==> src/sv/fss_pkg.sv <==
// Shared types and constants for the fixed string sorter.
// Depends on nothing; every other file of the block but fss_ram imports it.
package fss_pkg;

  localparam int CHUNK_W          = 64;
  localparam int DEF_MAX_STRINGS  = 8;
  localparam int DEF_STRING_BYTES = 20;

  typedef logic [CHUNK_W-1:0] chunk_t;

  typedef struct packed {
    logic clear;
    logic step;
  } cmp_ctrl_t;

  typedef struct packed {
    logic decided;
    logic greater;
  } cmp_stat_t;

endpackage

==> src/sv/fss_cmp.sv <==
// Shared chunk comparator: walks two strings chunk by chunk and keeps the verdict.
// Depends on fss_pkg for the chunk and control types.
module fss_cmp (
  input  logic                clk,
  input  logic                rst_n,
  input  fss_pkg::cmp_ctrl_t  ctrl,
  input  fss_pkg::chunk_t     a,
  input  fss_pkg::chunk_t     b,
  output fss_pkg::cmp_stat_t  stat
);
  import fss_pkg::*;

  logic decided_r, decided_nxt;
  logic greater_r, greater_nxt;

  always_comb begin
    decided_nxt = decided_r;
    greater_nxt = greater_r;
    if (ctrl.clear) begin
      decided_nxt = 1'b0;
      greater_nxt = 1'b0;
    end else if (ctrl.step && !decided_r && (a != b)) begin
      decided_nxt = 1'b1;
      greater_nxt = (a > b);
    end
  end

  always_ff @(posedge clk) begin
    if (!rst_n) begin
      decided_r <= 1'b0;
      greater_r <= 1'b0;
    end else begin
      decided_r <= decided_nxt;
      greater_r <= greater_nxt;
    end
  end

  assign stat.decided = decided_r;
  assign stat.greater = greater_r;

endmodule

==> config.mk <==
export PLATFORM = sky130hd
export DESIGN_NAME = fss_cmp
export DESIGN_NICKNAME = d
export VERILOG_FILES = /design/src/sv/fss_pkg.sv /design/src/sv/fss_cmp.sv
export SDC_FILE = /design/constraint.sdc
export NUM_CORES = 1
export LEC_CHECK = 0
export CORE_MARGIN = 10
export CORE_UTILIZATION = 59
export CTS_CLUSTER_SIZE = 24
export DETAILED_ROUTE_END_ITERATION = 12
export DONT_BUFFER_PORTS = 1
export GPL_ROUTABILITY_DRIVEN = 0
export PLACE_DENSITY = 0.85
export SLEW_MARGIN = 30
export SYNTH_ARGS = -nofsm -noshare
export SYNTH_HDL_FRONTEND = slang
export SYNTH_SLANG_ARGS = --single-unit
==> constraint.sdc <==
create_clock -name clk -period 1.9 [get_ports clk]
set_input_delay 0.19 -clock clk [delete_from_list [all_inputs] [get_ports clk]]
set_output_delay 0.19 -clock clk [all_outputs]
set_load 0.005 [all_outputs]
==> reports/results.ini <==
[finish]
layout-drive-gt1-share_pct = 29.3
antenna_cells = 0
syn_to_final_growth_pct = 32.3
nNetsFinal = 468
fillCellCount = 179
final_cell_mix = 50 x inv_1, 43 x ha_1, 28 x buf_4, 26 x a21oi_1, 21 x ha_4
final_util_pct = 81.9
final_common_cell = inv_1

[detailed_routing]
vias = 1860
wl_per_cell_um = 20.8
drc = 0
first_pass_iters = 4
ant_nets = 0
drtIter0Drc = 96
via_per_inst = 6.18
routed_wl_mm = 6.26

[sta]
rsz0062_at_grt = yes
skew_ns = 0.000635
timing.fmax_mhz = 513
period_needed_ns = 1.95
slew_headroom_pct = 66.8
worst_slack_ns = -0.0487
slew_violations = 0
finalCritPeriodShare_pct = 103
hold_viol = 0
worstMarginPinSlew_ns = 0.494
whs_ns = 0.106
final-setup-viol-count = 2

[floorplan]
row_count = 19
io_pins = 134
dieArea_um2 = 5480
die_height_um = 74.0
start_util_pct = 61.9
die_x_um = 74.0
core_area_um2 = 2780

[worst_setup_path]
max_stage_delay_ns = 0.56
arrival_ns = 2.06
worstSetupPathType = in -> reg
path_cells = inv_2, ha_4, nand4_1, or4_4, or4_4, buf_6, a21oi_2, nor2_1
critPathMostFrequentCell = or4_4
cp_data_required_time_ns = 2.02
cp-end-kind = flop
r2r_cells = 4
timing.rr.start = decided_r
cp_top_family = simple AND/OR/NAND/NOR gates
reg2reg_to = greater_r
slowest_stage = or4_4
start_kind = input port
path_max_fanout = 3
critPathBufInv = 2
r2r_slack_ns = 0.85

[cts]
cts_root_buf = clkbuf_4
clock_latency_ns = 0.23
cts_sinks = 2
clk_pin_slew_worst_paths_ns = 0.03
cts_max_level = 1
cts_tree = yes
clk_path_buf_depth = 2
numCtsBuffers = 3

[logic_synthesis]
synth_nets = 436
syn_area_per_cell_um2 = 7.17
synth_xor_area_share_pct = 0
synth_cells = 240
synthSimpleGateAreaFrac_pct = 17.4
ys_types = 24
synthAdderAreaFrac_pct = 46.5
syn-cell-area_um2 = 1720
synth_top_family_by_area = adder cells
synth_top_area_share_pct = 46.5
ys_seq_area_share_pct = 2.33
synth-seq-cells = 2
yosysWarnings = 0
synth_largest_area_cell = ha_1
synth_compound_area_share_pct = 18.3
synthTopCellsByArea = ha_1 47%, inv_1 15%, a21oi_1 7.8%
muxShareOfSynthArea_pct = 0

[hold_path]
hold_depth = 2
min_from = ctrl[0]
worst_hold_path_type = in -> reg
min_to = decided_r

[place]
portBuffers = 0
hpwl_mm = 5.04

[power_and_ir_drop]
peakVddDrop_v = 0.000273
powerDensity_nw_per_um2 = 259
leakagePower_nw = 1.19

[status]
violations = negative setup slack
status = complete, but fails checks

[flow_run]
max_cap_viol_count = 0

[global_route]
grt_pass1_vias = 2005
grt-ovfl-total = 0
grt.total_usage_pct = 19.1
grt_max_degree = 5
grt_antenna_before_repair = 0
grt_pass1_wl_mm = 8.60

-- Yosys cell counts (all sizes together) --
cell	instances
a21o	2
buf	2
nand2b	2
a221oi	6
nand3	5
or4	5
nand4	16
nor2b	2
a21oi	27
o211ai	2
nand2	15
nor4	2
a2111o	1
dfxtp	2
nor3	3
nor2	2
inv	67
ha	64
a31oi	1
a211oi	2
o21ai	12
-- registers in the layout (all words and copies together) (netlist names) --
name / cells
decided_r: 1
greater_r: 1
-- report_power, final --
group          switching, mW  internal [mW]  leakage [nW]
registers            0.00279         0.0444        0.0164
logic                  0.211          0.235          1.16
clock network         0.0261         0.0697        0.0138
-- worst max-delay path by stage --
stage               startpoint   endpoint  slack, ns  cells after the start
floorplan                b[45]  greater_r       -0.1                      8
global placement         b[34]  greater_r      -0.22                      8
detailed placement       b[34]  greater_r      -0.24                      8
CTS                      b[41]  greater_r     0.0001                      8
global route             b[26]  decided_r      -0.08                      8
finish                   b[26]  decided_r      -0.05                      8
-- layer usage --
layer / routed length [µm] / track usage [%]
met2: 3410 / 36.6
met3: 751 / 10.8
met1: 1970 / 17.0
met5: 0 / 0
met4: 131 / 3.93
-- cell families (layout without fill, tap and decap cells) --
family,Yosys count,in the layout
flip-flops,2,2
AO/OA/AOI/OAI,53,53
buffers and inverters,69,99
adder cells (fa/ha/maj),64,64
AND/OR/NAND/NOR,52,52
-- area by class of cell --
type	count	area (µm²)	share of cell area (%)
Inverter	67	262	11.5
Tap cell	31	38.8	1.70
Multi-Input combinational cell	169	1690	74.3
Sequential cell	2	40.0	1.76
Clock buffer	3	22.5	0.989
Timing Repair Buffer	29	221	9.73
-- per-stage QoR --
step	cell area, µm²	TNS (ns)	worst slack (ns)	instances	power [mW]
global placement	2000	-0.334	-0.216	291	0.401
finish	2280	-0.0817	-0.0487	301	0.589
CTS	2130	0	0.000103	298	0.542
floorplan	1810	-0.0963	-0.0963	240	0.306
global route	2280	-0.168	-0.0845	301	0.660
detailed placement	2000	-0.365	-0.239	291	0.424
-- what timing repair did --
item / 4_1_cts / 5_1_grt
gates resized for setup: 11 / 22
hold buffers: 0 / 0
setup endpoints to repair: 1 / 2
buffers inserted: 4 / 3
pin swaps: 12 / 21
No activity file was read; power rests on OpenSTA's default activity.
