--- src/sv/fss_ram.sv ---
// Generic single-write, single-read RAM with a registered read port.
// No dependencies.
module fss_ram #(
  parameter int WIDTH = 64,
  parameter int DEPTH = 24
) (
  input  logic                     clk,
  input  logic                     we,
  input  logic [$clog2(DEPTH)-1:0] waddr,
  input  logic [WIDTH-1:0]         wdata,
  input  logic                     re,
  input  logic [$clog2(DEPTH)-1:0] raddr,
  output logic [WIDTH-1:0]         rdata
);

  logic [WIDTH-1:0] mem [DEPTH];

  always_ff @(posedge clk) begin
    if (we) begin
      mem[waddr] <= wdata;
    end
    if (re) begin
      rdata <= mem[raddr];
    end
  end

endmodule

--- config.mk ---
export PLATFORM = sky130hd
export DESIGN_NAME = fss_ram
export DESIGN_NICKNAME = d
export VERILOG_FILES = /design/src/sv/fss_ram.sv
export SDC_FILE = /design/constraint.sdc
export NUM_CORES = 1
export LEC_CHECK = 0
export BUFFER_PORTS_ARGS = -buffer_cell sky130_fd_sc_hd__clkbuf_2
export CAP_MARGIN = 20
export CORE_MARGIN = 2
export CORE_UTILIZATION = 34
export CTS_BUF_LIST = sky130_fd_sc_hd__clkbuf_8 sky130_fd_sc_hd__clkbuf_16
export CTS_CLUSTER_SIZE = 25
export DETAILED_ROUTE_END_ITERATION = 6
export PLACE_DENSITY_LB_ADDON = 0.15
export SYNTH_ARGS = -nofsm -noshare
export SYNTH_HDL_FRONTEND = slang
export SYNTH_SLANG_ARGS = --single-unit
--- constraint.sdc ---
create_clock -name clk -period 5.6 [get_ports clk]
set_clock_uncertainty 0.2 [all_clocks]
set_input_delay 1.68 -clock clk [delete_from_list [all_inputs] [get_ports clk]]
set_output_delay 1.68 -clock clk [all_outputs]
set_load 0.005 [all_outputs]
==> run_results.csv <==
group,metric,value,unit
status,status,"complete, no violations",
synth,synth_top_area_share,78.76,%
synth,synthCells,3056,
synth,synth_simple_gate_area_share,3.081,%
global_routing,grt_first_pass_wirelength,229.0,mm
timing,fin_crit,3373,ps
placed_design,portBuffers,140,
synth,async_flop_share,0,%
synth,synth_warnings,0,
critical_path,critical_path.max_fanout,44,
critical_path,crit_slowest_cell,"buf_4",
synth,synth_compound_gate_area_share,2.328,%
synth,synth-xor-area-share,0,%
clocking,cts_buffers,171,
critical_path,worstSetupStartpoint,"raddr[0]",
clocking,cts_tree,"yes",
critical_path,cp_data_arrival_time,3690,ps
synth,synth_mux_area_share,14.38,%
global_routing,antenna_found_initial,8,
synth,yosys.cell_count.top_type,"edfxtp_1",
timing,fin_tns_setup,0,ps
route,dr.pass1.iters,5,
floorplan,fp-row-count,155,
worst_hold_path,min_path_type,"register to register",
synth,netlist_top_cells_area,"edfxtp_1, mux2i_1, mux4_2, a22oi_1, nand2_1",
route,ant_nets,0,
finish,stdcell_area,70510,sq um
clocking,insertion_delay,810,ps
synth,netlist_area,61000,sq um
critical_path,critPathKind,"primary input to register",
floorplan,start_util,34.19,%
clocking,cts.reportedPaths.clkPinSlew,60,ps
timing,relSlewSlack,28.38,%
power_and_ir_drop,powerDensity,357.9,nW/um^2
synth,ys_ff_latch,1600,
finish,area_growth,15.58,%
clocking,cts_hold_buffers,0,
synth,synth_ff_type,"edfxtp_1",
clocking,h-tree-depth,4,
critical_path,cp_cell_sequence,"buf_8 > buf_12 > buf_4 > mux2i_1 > a22oi_1 > nand4_1 > nand3_1",
route,drt_iter0_drc,2417,
critical_path,path_depth,7,
finish,drive_gt1_share,19.86,%
route,drc,0,
placed_design,dp_hpwl,76.13,mm
route,wire_per_inst,27.79,microns
critical_path,cp-start-kind,"primary input",
global_routing,overflow,0,
critical_path,rrSetupSlack,3780,ps
critical_path,worst_ep_required_time,5920,ps
critical_path,worstRegToRegCells,4,
timing,max_slew.worst_pin.slew,1074,ps
clocking,root_buffer,"clkbuf_16",
synth,synth_top_family_by_area,"multiplexers",
critical_path,end_kind,"register",
global_routing,grtUsageTotal,17.64,%
critical_path,crit_buf_inv,3,
route,routed_wl,160.5,mm
finish,fin_nets,3369,
synth,synth_fp_nets,3133,
synth,synth_adder_area_share,0,%
critical_path,path_delay_family,"buffers and inverters",
route,vias_per_cell,5.158,
timing,rsz0062_at_grt,"false",
timing,hold_violations,0,
synth,syn_area_per_cell,19.96,sq um
synth,seq_area_frac_synth,78.76,%
power_and_ir_drop,ir_drop,239.6,uV
synth,synth_edf_count,1600,
floorplan,fp.dieW,427.6,microns
power_and_ir_drop,p_leak,0.02343,uW
global_routing,grt_max_degree,101,
job,maxCapViolations,0,
placed_design,dpl-instance-area,65290,sq um
global_routing,grt_pass1_vias,30640,
synth,synth_cell_type_count,24,
placed_design,gp_congestion,0.6926,
floorplan,die_y,427.6,microns
clocking,cts_resized,0,
floorplan,die_area,182800,sq um
floorplan,core,178400,sq um
timing,maxSlewViolCount,0,
timing,max_freq,296.5,MHz
critical_path,r2r_end,"rdata[58]",
critical_path,max_stage_delay,480,ps
timing,fin_crit_sh,60.22,%
synth,ys_top_cells_by_count,"edfxtp_1, mux2i_1, nand2_1",
route,vias,29800,
clocking,cts.sinks,1600,
timing,setup_violations,0,
clocking,cts_setup_buffers,0,
critical_path,r2r_start,"mem[21][58]",
floorplan,num_io_pins,141,
critical_path,crit_end,"rdata[52]",
clocking,cts_max_path_buffers,3,
synth,yosysTopAreaCell,"edfxtp_1",
-- worst min-delay path, delay by kind of cell (launching register included) --
kind	cells	cell delay [ps]
DFF	1	320
muxes	1	60
and+or+nand+nor	3	210
-- placed cells by master (no fill, tap or decap), types with 3 or more instances in the layout --
master,synthesis,routed
mux2i_1,478,478
inv_6,0,5
nand2_1,194,194
bufinv_16,0,9
edfxtp_1,1600,1600
inv_1,0,42
a221oi_1,17,17
clkbuf_16,0,174
mux2_2,64,64
nor2_4,0,26
o21ai_1,9,9
diode_2,0,3
nor2b_4,0,3
o21ai_0,8,8
mux4_2,145,145
inv_16,0,3
clkinv_2,0,11
buf_12,0,48
clkinv_8,0,5
nand4_1,64,64
buf_4,44,43
nand3_1,112,112
clkinv_1,0,51
nand3b_1,4,4
clkbuf_2,0,136
a22oi_1,158,158
-- cell type report --
type / instances / area (sq um)
fill: 16060 / 107900
sequential: 1600 / 48050
multi-input combinational: 1289 / 12290
clock buffer: 174 / 4354
tap: 2355 / 2947
timing repair buffer: 229 / 1993
clock inverter: 126 / 858.3
inverter: 1 / 8.758
antenna: 3 / 7.507
-- per-layer routing --
layer / up-vias / GRT usage [%] / share of wire (%)
met2: 589 / 29.60 / 50
met5: - / 0 / 0.015
met4: 4 / 4.842 / 2.3
met1: 16050 / 23.91 / 44
li1: 12930 / - / -
met3: 225 / 2.656 / 3.6
-- sequential cells by signal, indices dropped and copies added, names as in the netlist --
| name | flops |
|---|---|
| mem | 1536 |
| rdata | 64 |
-- power by group --
| part | internal, uW | switching (uW) | leakage, uW |
|---|---|---|---|
| Sequential | 13400 | 66.4 | 0.0145 |
| Clock | 6020 | 4590 | 0.00270 |
| Combinational | 423 | 761 | 0.00626 |
| Total | 19800 | 5410 | 0.0234 |
-- how the worst min path moves through the flow --
| stage | cells after the start | to | slack, ps | start |
|---|---|---|---|---|
| after floorplan | 4 | rdata[62] | 440 | mem[6][62] |
| after global placement | 4 | rdata[22] | 470 | mem[4][22] |
| after detailed placement | 4 | rdata[11] | 480 | mem[6][11] |
| after CTS | 4 | rdata[23] | 490 | mem[6][23] |
| after global routing | 4 | rdata[29] | 530 | mem[6][29] |
| final | 4 | rdata[23] | 480 | mem[6][23] |
-- per-stage QoR --
stage / util [%] / total power (uW) / instances / setup slack, ps / hold slack (ps)
finish: 39.52 / 25230 / 5777 / 2227 / 475.6
global route: 39.51 / 26110 / 5775 / 2132 / 533.4
CTS: 39.51 / 25550 / 5774 / 2134 / 489.3
detailed placement: 36.59 / 14920 / 5474 / 1374 / 478.1
global placement: 36.59 / 14910 / 5474 / 1420 / 469.9
floorplan: - / 14330 / 3056 / -73.81 / 436.9
-- cell families after synthesis --
family	Yosys count
flops	1600
mux	687
simple gates	410
compound gates	192
buf+inv	167
No activity file was read; power rests on OpenSTA's default activity.
